### config.mk
export PLATFORM = sky130hd
export DESIGN_NAME = positional_list_engine
export DESIGN_NICKNAME = d
export VERILOG_FILES = /design/src/rtl/ple_pkg.sv /design/src/rtl/positional_list_engine.sv /design/src/rtl/ple_ctrl.sv /design/src/rtl/ple_dpath.sv
export SDC_FILE = /design/constraint.sdc
export NUM_CORES = 1
export LEC_CHECK = 0
export BUFFER_PORTS_ARGS = -buffer_cell sky130_fd_sc_hd__buf_2
export CORE_AREA = 2 2 229 231
export DETAILED_ROUTE_END_ITERATION = 10
export DIE_AREA = 0 0 231 233
export PLACE_DENSITY_LB_ADDON = 0.12
export RECOVER_POWER = 100
export SLEW_MARGIN = 10
export SYNTH_ARGS = -nofsm -noshare
export SYNTH_HDL_FRONTEND = slang
export SYNTH_SLANG_ARGS = --single-unit
### constraint.sdc
create_clock -name clock -period 11.7 [get_ports clock]
set_input_delay 0.585 -clock clock [delete_from_list [all_inputs] [get_ports clock]]
set_output_delay 0.585 -clock clock [all_outputs]
set_load 0.05 [all_outputs]
### src/rtl/ple_pkg.sv
package ple_pkg;

   // list geometry
   localparam int DEPTH   = 16;
   localparam int CNT_W   = $clog2(DEPTH + 1);
   localparam int IDX_W   = $clog2(DEPTH);
   localparam int FUNC_W  = 3;
   localparam int DATA_W  = 32;
   localparam int POS_W   = 5;
   localparam int STAT_W  = 2;
   localparam int COUNT_W = 5;
   localparam int CMP_W   = ((CNT_W > POS_W) ? CNT_W : POS_W) + 1;

   // request codes
   localparam logic [FUNC_W-1:0] FUNC_INS_HEAD = 3'd0;
   localparam logic [FUNC_W-1:0] FUNC_INS_TAIL = 3'd1;
   localparam logic [FUNC_W-1:0] FUNC_INS_AT   = 3'd2;
   localparam logic [FUNC_W-1:0] FUNC_DEL_HEAD = 3'd3;
   localparam logic [FUNC_W-1:0] FUNC_DEL_TAIL = 3'd4;
   localparam logic [FUNC_W-1:0] FUNC_DEL_AT   = 3'd5;
   localparam logic [FUNC_W-1:0] FUNC_DUMP     = 3'd6;

   // result status codes
   localparam logic [STAT_W-1:0] STAT_OK     = 2'd0;
   localparam logic [STAT_W-1:0] STAT_BADPOS = 2'd1;
   localparam logic [STAT_W-1:0] STAT_FULL   = 2'd2;
   localparam logic [STAT_W-1:0] STAT_EMPTY  = 2'd3;

   // controller to datapath
   typedef struct packed {
      logic exec;       // request beat accepted, run it
      logic dump_step;  // load next dump element into output register
   } ple_cmd_type;

   // datapath to controller
   typedef struct packed {
      logic out_free;   // output register can take a beat this cycle
      logic dump_more;  // accepted request is a dump of two or more elements
      logic dump_last;  // next dump element is the final one
   } ple_sts_type;

endpackage

### src/rtl/positional_list_engine.sv
// Positional list engine: an ordered list of up to DEPTH signed 32-bit values.
// Request channel (req_*): one beat carries func, value and position; it
// inserts at head, tail or a 1-based position, deletes head, tail or a
// position, or dumps the list. Result channel (rsp_*): each beat carries
// status, element count after the request, element value/valid and last.
// Insert and delete requests give one result beat, which appears in the cycle
// after the request beat is accepted; the cell chain shifts at that edge. A
// dump of N elements gives N beats, one per cycle while unstalled, in element
// order from the head, last set on the final one; an empty dump gives one beat
// with status empty. Throughput is one request per cycle for insert/delete
// while unstalled; a dump blocks requests until its last beat is loaded, paced
// by the dump read counter that walks the cells one per cycle. A single output
// register holds each result beat; in idle, req_ready is high while it is
// empty or being taken. If the receiver stalls, the beat holds and req_ready
// drops until taken. Synchronous reset empties the list and drops rsp_valid.
module positional_list_engine
   import ple_pkg::*;
(
   input  logic                      clock,
   input  logic                      reset,
   input  logic                      req_valid,
   output logic                      req_ready,
   input  logic [FUNC_W-1:0]         req_func,
   input  logic signed [DATA_W-1:0]  req_value,
   input  logic [POS_W-1:0]          req_position,
   output logic                      rsp_valid,
   input  logic                      rsp_ready,
   output logic [STAT_W-1:0]         rsp_status,
   output logic [COUNT_W-1:0]        rsp_element_count,
   output logic signed [DATA_W-1:0]  rsp_element_value,
   output logic                      rsp_element_valid,
   output logic                      rsp_last
);

   ple_cmd_type cmd;
   ple_sts_type sts;

   ple_ctrl u_ctrl (
      .clock     (clock),
      .reset     (reset),
      .req_valid (req_valid),
      .req_ready (req_ready),
      .sts       (sts),
      .cmd       (cmd)
   );

   ple_dpath u_dpath (
      .clock             (clock),
      .reset             (reset),
      .cmd               (cmd),
      .sts               (sts),
      .req_func          (req_func),
      .req_value         (req_value),
      .req_position      (req_position),
      .rsp_valid         (rsp_valid),
      .rsp_ready         (rsp_ready),
      .rsp_status        (rsp_status),
      .rsp_element_count (rsp_element_count),
      .rsp_element_value (rsp_element_value),
      .rsp_element_valid (rsp_element_valid),
      .rsp_last          (rsp_last)
   );

endmodule

### src/rtl/ple_ctrl.sv
module ple_ctrl
   import ple_pkg::*;
(
   input  logic        clock,
   input  logic        reset,
   input  logic        req_valid,
   output logic        req_ready,
   input  ple_sts_type sts,
   output ple_cmd_type cmd
);

   localparam logic ST_IDLE = 1'b0;
   localparam logic ST_DUMP = 1'b1;

   logic state_ff;
   logic state_in;

   // handshake and commands
   always_comb begin
      req_ready     = (state_ff == ST_IDLE) && sts.out_free;
      cmd.exec      = req_valid && req_ready;
      cmd.dump_step = (state_ff == ST_DUMP) && sts.out_free;
   end

   // next state
   always_comb begin
      state_in = state_ff;
      case (state_ff)
         ST_IDLE: begin
            if (cmd.exec && sts.dump_more) state_in = ST_DUMP;
         end
         ST_DUMP: begin
            if (cmd.dump_step && sts.dump_last) state_in = ST_IDLE;
         end
         default: state_in = ST_IDLE;
      endcase
   end

   always_ff @(posedge clock) begin
      if (reset) begin
         state_ff <= ST_IDLE;
      end else begin
         state_ff <= state_in;
      end
   end

endmodule

### src/rtl/ple_dpath.sv
module ple_dpath
   import ple_pkg::*;
(
   input  logic                      clock,
   input  logic                      reset,
   input  ple_cmd_type               cmd,
   output ple_sts_type               sts,
   input  logic [FUNC_W-1:0]         req_func,
   input  logic signed [DATA_W-1:0]  req_value,
   input  logic [POS_W-1:0]          req_position,
   output logic                      rsp_valid,
   input  logic                      rsp_ready,
   output logic [STAT_W-1:0]         rsp_status,
   output logic [COUNT_W-1:0]        rsp_element_count,
   output logic signed [DATA_W-1:0]  rsp_element_value,
   output logic                      rsp_element_valid,
   output logic                      rsp_last
);

   // cell chain and count
   logic [DATA_W-1:0] cells_ff [DEPTH];
   logic [DATA_W-1:0] cells_in [DEPTH];
   logic [CNT_W-1:0]  fill_ff;
   logic [CNT_W-1:0]  fill_in;
   logic [IDX_W-1:0]  idx_ff;
   logic [IDX_W-1:0]  idx_in;

   // output register
   logic                rsp_valid_ff,   rsp_valid_in;
   logic [STAT_W-1:0]   rsp_status_ff,  rsp_status_in;
   logic [COUNT_W-1:0]  rsp_count_ff,   rsp_count_in;
   logic [DATA_W-1:0]   rsp_value_ff,   rsp_value_in;
   logic                rsp_evalid_ff,  rsp_evalid_in;
   logic                rsp_last_ff,    rsp_last_in;

   logic [CMP_W-1:0] pos_ext;
   logic [CMP_W-1:0] fill_ext;
   logic [CNT_W-1:0] pos_idx;
   logic [CNT_W-1:0] ins_idx;
   logic [CNT_W-1:0] del_idx;
   logic             is_ins;
   logic             is_del;
   logic             is_full;
   logic             is_empty;
   logic             ins_bad;
   logic             del_bad;
   logic             do_ins;
   logic             do_del;
   logic [STAT_W-1:0] op_status;

   // request decode and checks
   always_comb begin
      pos_ext  = CMP_W'(req_position);
      fill_ext = CMP_W'(fill_ff);
      pos_idx  = CNT_W'(pos_ext - CMP_W'(1));
      is_full  = (fill_ff == CNT_W'(DEPTH));
      is_empty = (fill_ff == '0);
      is_ins   = (req_func == FUNC_INS_HEAD) || (req_func == FUNC_INS_TAIL) ||
                 (req_func == FUNC_INS_AT);
      is_del   = (req_func == FUNC_DEL_HEAD) || (req_func == FUNC_DEL_TAIL) ||
                 (req_func == FUNC_DEL_AT);
      ins_bad  = (req_func == FUNC_INS_AT) &&
                 ((pos_ext == '0) || (pos_ext > fill_ext + CMP_W'(1)));
      del_bad  = (req_func == FUNC_DEL_AT) &&
                 ((pos_ext == '0) || (pos_ext > fill_ext));
      case (req_func)
         FUNC_INS_HEAD: ins_idx = '0;
         FUNC_INS_TAIL: ins_idx = fill_ff;
         default:       ins_idx = pos_idx;
      endcase
      case (req_func)
         FUNC_DEL_HEAD: del_idx = '0;
         FUNC_DEL_TAIL: del_idx = fill_ff - CNT_W'(1);
         default:       del_idx = pos_idx;
      endcase
      do_ins = cmd.exec && is_ins && !is_full && !ins_bad;
      do_del = cmd.exec && is_del && !is_empty && !del_bad;
      if (is_ins && is_full)       op_status = STAT_FULL;
      else if (is_del && is_empty) op_status = STAT_EMPTY;
      else if (ins_bad || del_bad) op_status = STAT_BADPOS;
      else                         op_status = STAT_OK;
   end

   // cell chain: each cell keeps its value, takes a neighbor or takes the new value
   always_comb begin
      for (int i = 0; i < DEPTH; i++) begin
         cells_in[i] = cells_ff[i];
         if (do_ins && (CNT_W'(i) >= ins_idx)) begin
            if (CNT_W'(i) == ins_idx) cells_in[i] = req_value;
            else                      cells_in[i] = cells_ff[(i > 0) ? i - 1 : 0];
         end else if (do_del && (CNT_W'(i) >= del_idx) && (i < DEPTH - 1)) begin
            cells_in[i] = cells_ff[i + 1];
         end
      end
      if (do_ins)      fill_in = fill_ff + CNT_W'(1);
      else if (do_del) fill_in = fill_ff - CNT_W'(1);
      else             fill_in = fill_ff;
   end

   // controller status
   always_comb begin
      sts.out_free  = !rsp_valid_ff || rsp_ready;
      sts.dump_more = (req_func == FUNC_DUMP) && (fill_ff > CNT_W'(1));
      sts.dump_last = (CNT_W'(idx_ff) == fill_ff - CNT_W'(1));
   end

   // output register load
   always_comb begin
      rsp_valid_in  = rsp_valid_ff && !rsp_ready;
      rsp_status_in = rsp_status_ff;
      rsp_count_in  = rsp_count_ff;
      rsp_value_in  = rsp_value_ff;
      rsp_evalid_in = rsp_evalid_ff;
      rsp_last_in   = rsp_last_ff;
      idx_in        = idx_ff;
      if (cmd.exec) begin
         rsp_valid_in = 1'b1;
         rsp_count_in = COUNT_W'(fill_in);
         if (req_func == FUNC_DUMP && !is_empty) begin
            rsp_status_in = STAT_OK;
            rsp_value_in  = cells_ff[0];
            rsp_evalid_in = 1'b1;
            rsp_last_in   = (fill_ff == CNT_W'(1));
            idx_in        = IDX_W'(1);
         end else begin
            rsp_status_in = (req_func == FUNC_DUMP) ? STAT_EMPTY : op_status;
            rsp_value_in  = '0;
            rsp_evalid_in = 1'b0;
            rsp_last_in   = 1'b1;
         end
      end else if (cmd.dump_step) begin
         rsp_valid_in  = 1'b1;
         rsp_status_in = STAT_OK;
         rsp_count_in  = COUNT_W'(fill_ff);
         rsp_value_in  = cells_ff[idx_ff];
         rsp_evalid_in = 1'b1;
         rsp_last_in   = sts.dump_last;
         idx_in        = idx_ff + IDX_W'(1);
      end
   end

   always_ff @(posedge clock) begin
      if (reset) begin
         fill_ff      <= '0;
         rsp_valid_ff <= 1'b0;
      end else begin
         fill_ff      <= fill_in;
         rsp_valid_ff <= rsp_valid_in;
      end
   end

   always_ff @(posedge clock) begin
      cells_ff      <= cells_in;
      idx_ff        <= idx_in;
      rsp_status_ff <= rsp_status_in;
      rsp_count_ff  <= rsp_count_in;
      rsp_value_ff  <= rsp_value_in;
      rsp_evalid_ff <= rsp_evalid_in;
      rsp_last_ff   <= rsp_last_in;
   end

   assign rsp_valid         = rsp_valid_ff;
   assign rsp_status        = rsp_status_ff;
   assign rsp_element_count = rsp_count_ff;
   assign rsp_element_value = rsp_value_ff;
   assign rsp_element_valid = rsp_evalid_ff;
   assign rsp_last          = rsp_last_ff;

endmodule

# ---- Yosys cells after proc, flatten, opt, wreduce, memory -nomap -nowiden
# Index checks and enable logic that the tools add are counted.
dict set report word_totals {
  regBits 564
  in_bits 44
  out_inout_bits 43
  word_cells 257
}
dict set report classes {
  n_addsub 5
  magnitude_cmp 35
  eq_ne 26
  mux 79
  bitwise 2
  n_reduce_logical 85
}
# cell count
set op_table {}
lappend op_table {{$mux 32} 51}
lappend op_table {{$bmux 32 s4} 1}
lappend op_table {{$ge 4x5->1 const A} 15}
lappend op_table {{$logic_and 1x1->1} 49}
lappend op_table {{$eq 4x5->1 const A} 8}
lappend op_table {{$ge 3x5->1 const A} 8}
lappend op_table {{$reduce_bool 2->1} 16}
lappend op_table {{$eq 3x5->1 const A} 4}
lappend op_table {{$ge 1x5->1 const A} 4}
lappend op_table {{$ge 2x5->1 const A} 4}
lappend op_table {{$mux 5} 4}
lappend op_table {{$pmux 5 s2} 2}
lappend op_table {{$logic_not 5->1} 3}
lappend op_table {{$mux 2} 6}
lappend op_table {{$mux 4} 3}
lappend op_table {{$mux 1} 11}
lappend op_table {{$eq 2x5->1 const A} 2}
lappend op_table {{$sub 5x1->5 const B} 2}
lappend op_table {{$eq 3x3->1 const B} 3}
lappend op_table {{$logic_or 1x1->1} 8}
lappend op_table {{$add 5x1->6 const B} 1}
lappend op_table {{$eq 3x2->1 const B} 2}
lappend op_table {{$gt 5x6->1} 1}
lappend op_table {{$logic_not 1->1} 6}
lappend op_table {{17 further kinds} 18}

# ---- Depth between registers and ports, before layout
dict set report logic_depth {
  word_depth 11
  mapped_depth 14
}

# ---- By module
# From an unflattened synthesis, not the netlist that was laid out.
dict set report unflattened {
  hier_cells 2751
  hier_area_um2 33193.1
}
# module n_inst cells_per_inst area_per_inst_um2 seq_area_each_um2
set modules_own_cells {}
lappend modules_own_cells {ple_dpath 1 2744 33124.3 16846.2}
lappend modules_own_cells {ple_ctrl 1 7 68.8 20.0}

# ---- Least setup slack after synthesis
# OpenSTA, ideal clock, no wires.
dict set report synth_timing {
  path_type {reg2reg}
  startpoint {register u_dpath.fill_ff[4]}
  endpoint {register u_dpath.cells_ff[288] (netlist name) (enable)}
  setup_time_ns 0.466
  arrival_time_ns 4.609
  t_required_ns 11.234
  path_slack_ns 6.626
  path_stages_with_launch 10
  n_path_buf 1
  path_cell_list {dfxtp_1 clkbuf_1 clkinv_1 ha_1 nand4_1 o311ai_0 a21oi_1 a211oi_1 nand2_1 o21ai_0}
}
dict set report synth_via {
  elab_chain_cells 8
}
# element line_no
set synth_rtl {}
lappend synth_rtl {{from (decl)} ple_dpath.sv:23} ;# logic [CNT_W-1:0] fill_ff;
lappend synth_rtl {{from (signal assigned)} ple_dpath.sv:147} ;# fill_ff <= fill_in;
lappend synth_rtl {{$add 5x1->6} ple_dpath.sv:63} ;# ((pos_ext == '0) || (pos_ext > fill_ext + CMP_W'(1)));
lappend synth_rtl {{$gt 5x6->1} ple_dpath.sv:63}
lappend synth_rtl {{$logic_or 1x1->1} ple_dpath.sv:63}
lappend synth_rtl {{$logic_and 1x1->1} ple_dpath.sv:62} ;# ins_bad = (req_func == FUNC_INS_AT) &&
lappend synth_rtl {{$logic_not 1->1} ple_dpath.sv:76} ;# do_ins = cmd.exec && is_ins && !is_full && !ins_bad;
lappend synth_rtl {{$logic_and 1x1->1} ple_dpath.sv:76}
lappend synth_rtl {{$logic_and 1x1->1} ple_dpath.sv:88} ;# if (do_ins && (CNT_W'(i) >= ins_idx)) begin
lappend synth_rtl {{$reduce_bool 2->1 (no source line) (*)} --}
lappend synth_rtl {{to (signal assigned)} ple_dpath.sv:153} ;# cells_ff <= cells_in;
lappend synth_rtl {{to (decl)} ple_dpath.sv:21} ;# logic [DATA_W-1:0] cells_ff [DEPTH];
# Mark *: on every way between the ends. The rest lies on a longest branch, timed or not.
# A chain may end at the register's enable or synchronous reset.

# ---- Final worst setup path
dict set report layout_timing {
  startpoint {register u_dpath.idx_ff[1]}
  endpoint {register u_dpath.rsp_value_ff[31], in the netlist u_dpath.rsp_element_value[31], data pin}
}
dict set report layout_via {
  elab_chain_cells 6
}
# element line_no
set layout_rtl {}
lappend layout_rtl {{from (decl)} ple_dpath.sv:25} ;# logic [IDX_W-1:0] idx_ff;
lappend layout_rtl {{from (signal assigned)} ple_dpath.sv:154} ;# idx_ff <= idx_in;
lappend layout_rtl {{$not 4->5 (not written as such)} ple_dpath.sv:135} ;# rsp_value_in = cells_ff[idx_ff];
lappend layout_rtl {{$bmux 32 s4} ple_dpath.sv:135}
lappend layout_rtl {{$mux 32 (not written as such) (2 in series)} ple_dpath.sv:135}
lappend layout_rtl {{$mux 32} ple_dpath.sv:131} ;# end else if (cmd.dump_step) begin
lappend layout_rtl {{$mux 32} ple_dpath.sv:116} ;# if (cmd.exec) begin
lappend layout_rtl {{net u_dpath.rsp_value_in[31]} ple_dpath.sv:32} ;# logic [DATA_W-1:0] rsp_value_ff, rsp_value_in;
lappend layout_rtl {{to (signal assigned)} ple_dpath.sv:157} ;# rsp_value_ff <= rsp_value_in;
lappend layout_rtl {{to (decl)} ple_dpath.sv:32}
# The timed path passes the listed nets, and every way through them passes these cells. The select of a mux whose other input is x is not followed.

==> impl_metrics.json <==
{
  "cts_setup_buffers": 0,
  "start_kind": "register",
  "netlist_area_mm2": 0.0331,
  "place_area_mm2": 0.0342,
  "start_util_pct": 64.9,
  "area_growth_pct": 7.49,
  "ys_warn_count": 0,
  "dr.first_iter.drc_count": 3417,
  "synthArstFlopShare_pct": 0,
  "internal_power_mw": 3.62,
  "dp_hpwl_um": 59600,
  "yosysSeqAreaShare_pct": 50.9,
  "slowest_stage": "clkbuf_1",
  "setup_viol": 0,
  "postCtsHoldBufs": 0,
  "worst_pin_slew_ns": 4.44,
  "switching_power_mw": 1.32,
  "synth_top_area_share_pct": 50.5,
  "nets": 2705,
  "post_route_cells_drive_above_1_share_pct": 21.2,
  "synth-edff-count": 557,
  "fin_setup_tns_ns": 0,
  "p_clk_share_pct": 37.5,
  "end_kind": "register",
  "swShare_pct": 26.7,
  "dr.pass1.iters": 6,
  "clk-insertion-delay-late_ns": 0.64,
  "synth_area_per_cell_um2": 12.4,
  "die_x_um": 231,
  "track_usage_pct": 37.2,
  "crit_chain": "clkbuf_1, clkbuf_1, mux4_2, mux4_2, nand2_1, o21ai_0",
  "die_area_mm2": 0.0538,
  "grt_pass1_wl_um": 149000,
  "grt.met1_usage_pct": 51.2,
  "vias": 24400,
  "cts-root-buf": "clkbuf_16",
  "chipHeight_um": 233,
  "h-tree-depth": 2,
  "crit_type": "register to register",
  "row_count": 83,
  "leakagePower_nw": 12.0,
  "portBuffers": 86,
  "pwr-share-comb_pct": 13.7,
  "synth_area_leaders": "edfxtp_1 (50%), mux4_2 (11%), mux2i_1 (9.7%)",
  "power_frac_seq_pct": 48.7,
  "grt_use_met2_pct": 58.4,
  "viasPerCell": 7.25,
  "relSlewSlack_pct": -196,
  "cp_data_required_time_ns": 11.94,
  "crit_fanout": 59,
  "max_stage_delay_ns": 3.15,
  "grt-ovfl-total": 0,
  "outcome": "finished with violations",
  "clk_pin_slew_ns": 0.06,
  "yosys.area.top_type": "edfxtp_1",
  "hold_viol_final": 0,
  "ioPinCount": 87,
  "cts_buffers": 59,
  "fin_skew_ns": 0.0182,
  "cts_tree": "done",
  "fillers": 3656,
  "grt_max_degree": 98,
  "synth_ff_type": "edfxtp_1",
  "yosysUniqueCellTypes": 65,
  "synth_fp_nets": 2738,
  "cts_sinks": 564,
  "pwr_density_cell_mw_per_mm2": 139,
  "gp_congestion": 0.895,
  "drv_slew": 1341,
  "critical_path_arrival_ns": 9.30,
  "vdd_ir_drop_max_mv": 0.142,
  "clock_path_buffers": 3,
  "wl_per_cell_um": 29.9,
  "met3_usage_pct": 7.39,
  "cts_resized": 0,
  "maxCapViolCount": 38,
  "busiest_layer": "met2",
  "ys_seq_elements": 564,
  "worst-path-buf-inv": 2,
  "fin_crit_ns": 9.07,
  "violations": "max-capacitance violations, max-slew violations",
  "final_antenna_net_count": 0,
  "core-area_mm2": 0.0511,
  "final_area_mm2": 0.0356,
  "syn_inst": 2679,
  "drc": 0,
  "max_freq_ghz": 0.110,
  "rsz0062_at_grt": "no",
  "wl_um": 101000,
  "synth.most_common_cell": "edfxtp_1",
  "hp-class": "primary input to register",
  "grt_pass1_vias": 23700,
  "grt_antenna_before_repair": 3,
  "period_share_pct": 77.5,
  "crit_family": "buffers and inverters",
  "synthTopCellsByCount": "edfxtp_1 (557), mux2i_1 (320), a21oi_1 (247), o21ai_0 (213), mux2_2 (193)"
}
[final timing paths]
| path | startpoint | endpoint | slack, ns | depth (start not counted) |
|---|---|---|---|---|
| worst max-delay path | u_dpath.idx_ff[1] | u_dpath.rsp_element_value[31] | 2.63 | 6 |
| worst min-delay path | req_valid | u_dpath.rsp_valid | 0.25 | 3 |
| worst max register to register | u_dpath.idx_ff[1] | u_dpath.rsp_element_value[31] | 2.63 | 6 |
| worst min register to register | u_ctrl.state_ff | u_ctrl.state_ff | 0.56 | 2 |
[per-layer routing]
layer,vias up,share of wire (%)
met3,258,12
met4,4,3.8
met2,1871,46
li1,10200,-
met5,-,0.029
met1,12100,38
[registers in the layout, indices dropped and copies added (netlist names)]
signal	count
u_ctrl.state_ff	1
u_dpath.cells_ff	512
u_dpath.fill_ff	5
u_dpath.idx_ff	4
u_dpath.rsp_element_count	5
u_dpath.rsp_element_valid	1
u_dpath.rsp_element_value	32
u_dpath.rsp_last	1
u_dpath.rsp_status	2
u_dpath.rsp_valid	1
[cell families (layout without fill, tap and decap cells)]
| family | Yosys count | after routing | synth area share (%) |
|---|---|---|---|
| multiplexers | 673 | 673 | 27.1 |
| other | 0 | 1 | 0 |
| XOR/XNOR | 17 | 17 | 0.449 |
| AND/OR/NAND/NOR | 420 | 420 | 5.48 |
| AO/OA/AOI/OAI | 667 | 667 | 11.5 |
| buffers and inverters | 323 | 334 | 3.98 |
| adder cells (fa/ha/maj) | 15 | 15 | 0.566 |
| flip-flops | 564 | 564 | 50.9 |
[cells in the final DEF (no fill, tap or decap), drive strengths merged, types with 5 or more instances in the layout]
master and n:
edfxtp 557, o31ai 5, a21oi 305, and2 6, clkinv 29, or2 5
o21ai 216, mux2 193, mux2i 320, ha 15, clkbuf 143, inv 75
nand2 186, mux4 160, bufinv 6, nand2b 6, a211oi 6, xnor2 10
nor2b 6, nor3 19, nor3b 5, buf 81, xor2 7, nand3 13
o22ai 68, dfxtp 7, nor2 150, a31oi 38
[worst reg2reg max path, delay by kind of cell, from the launching register on]
kind                   cells  cell delay [ns]
AOI/OAI and AO/OA          1             0.30
buffers and inverters      2             6.32
DFF                        1             0.92
and+or+nand+nor            1             0.08
muxes                      2             1.05
[power by group through the flow]
stage               registers (mW)  logic [mW]  clock network, mW
floorplan                     2.47       0.412                  0
global placement              2.43       0.656                  0
detailed placement            2.44       0.671                  0
CTS                           2.40       0.674               1.87
global route                  2.42       0.713               1.93
finish                        2.41       0.680               1.86
[stage by stage]
| stage | util (%) | setup WS (ns) | hold slack, ns | instances | power [mW] |
|---|---|---|---|---|---|
| 2_1_floorplan | - | 6.63 | 0.505 | 2679 | 2.88 |
| 3_3_place_gp | 67.0 | 5.85 | 0.530 | 3265 | 3.09 |
| 3_5_place_dp | 67.0 | 5.78 | 0.544 | 3265 | 3.11 |
| 4_1_cts | 70.6 | 5.76 | 0.224 | 3370 | 4.94 |
| 5_1_grt | 69.7 | 2.74 | 0.253 | 3371 | 5.06 |
| 6_report | 69.7 | 2.63 | 0.245 | 3371 | 4.94 |
[final cells by class]
class                   count  area [um2]  area share [%]
multi-input cells        1792       15000            42.1
clock buffers              69        1510            4.25
flip-flops and latches    564       16900            47.3
diodes                      1        2.50         0.00702
repair buffers            155         791            2.22
well taps                 680         851            2.39
inverters                  74         278           0.780
clock inverters            36         328           0.920
Power figures use the tool's default switching activity.
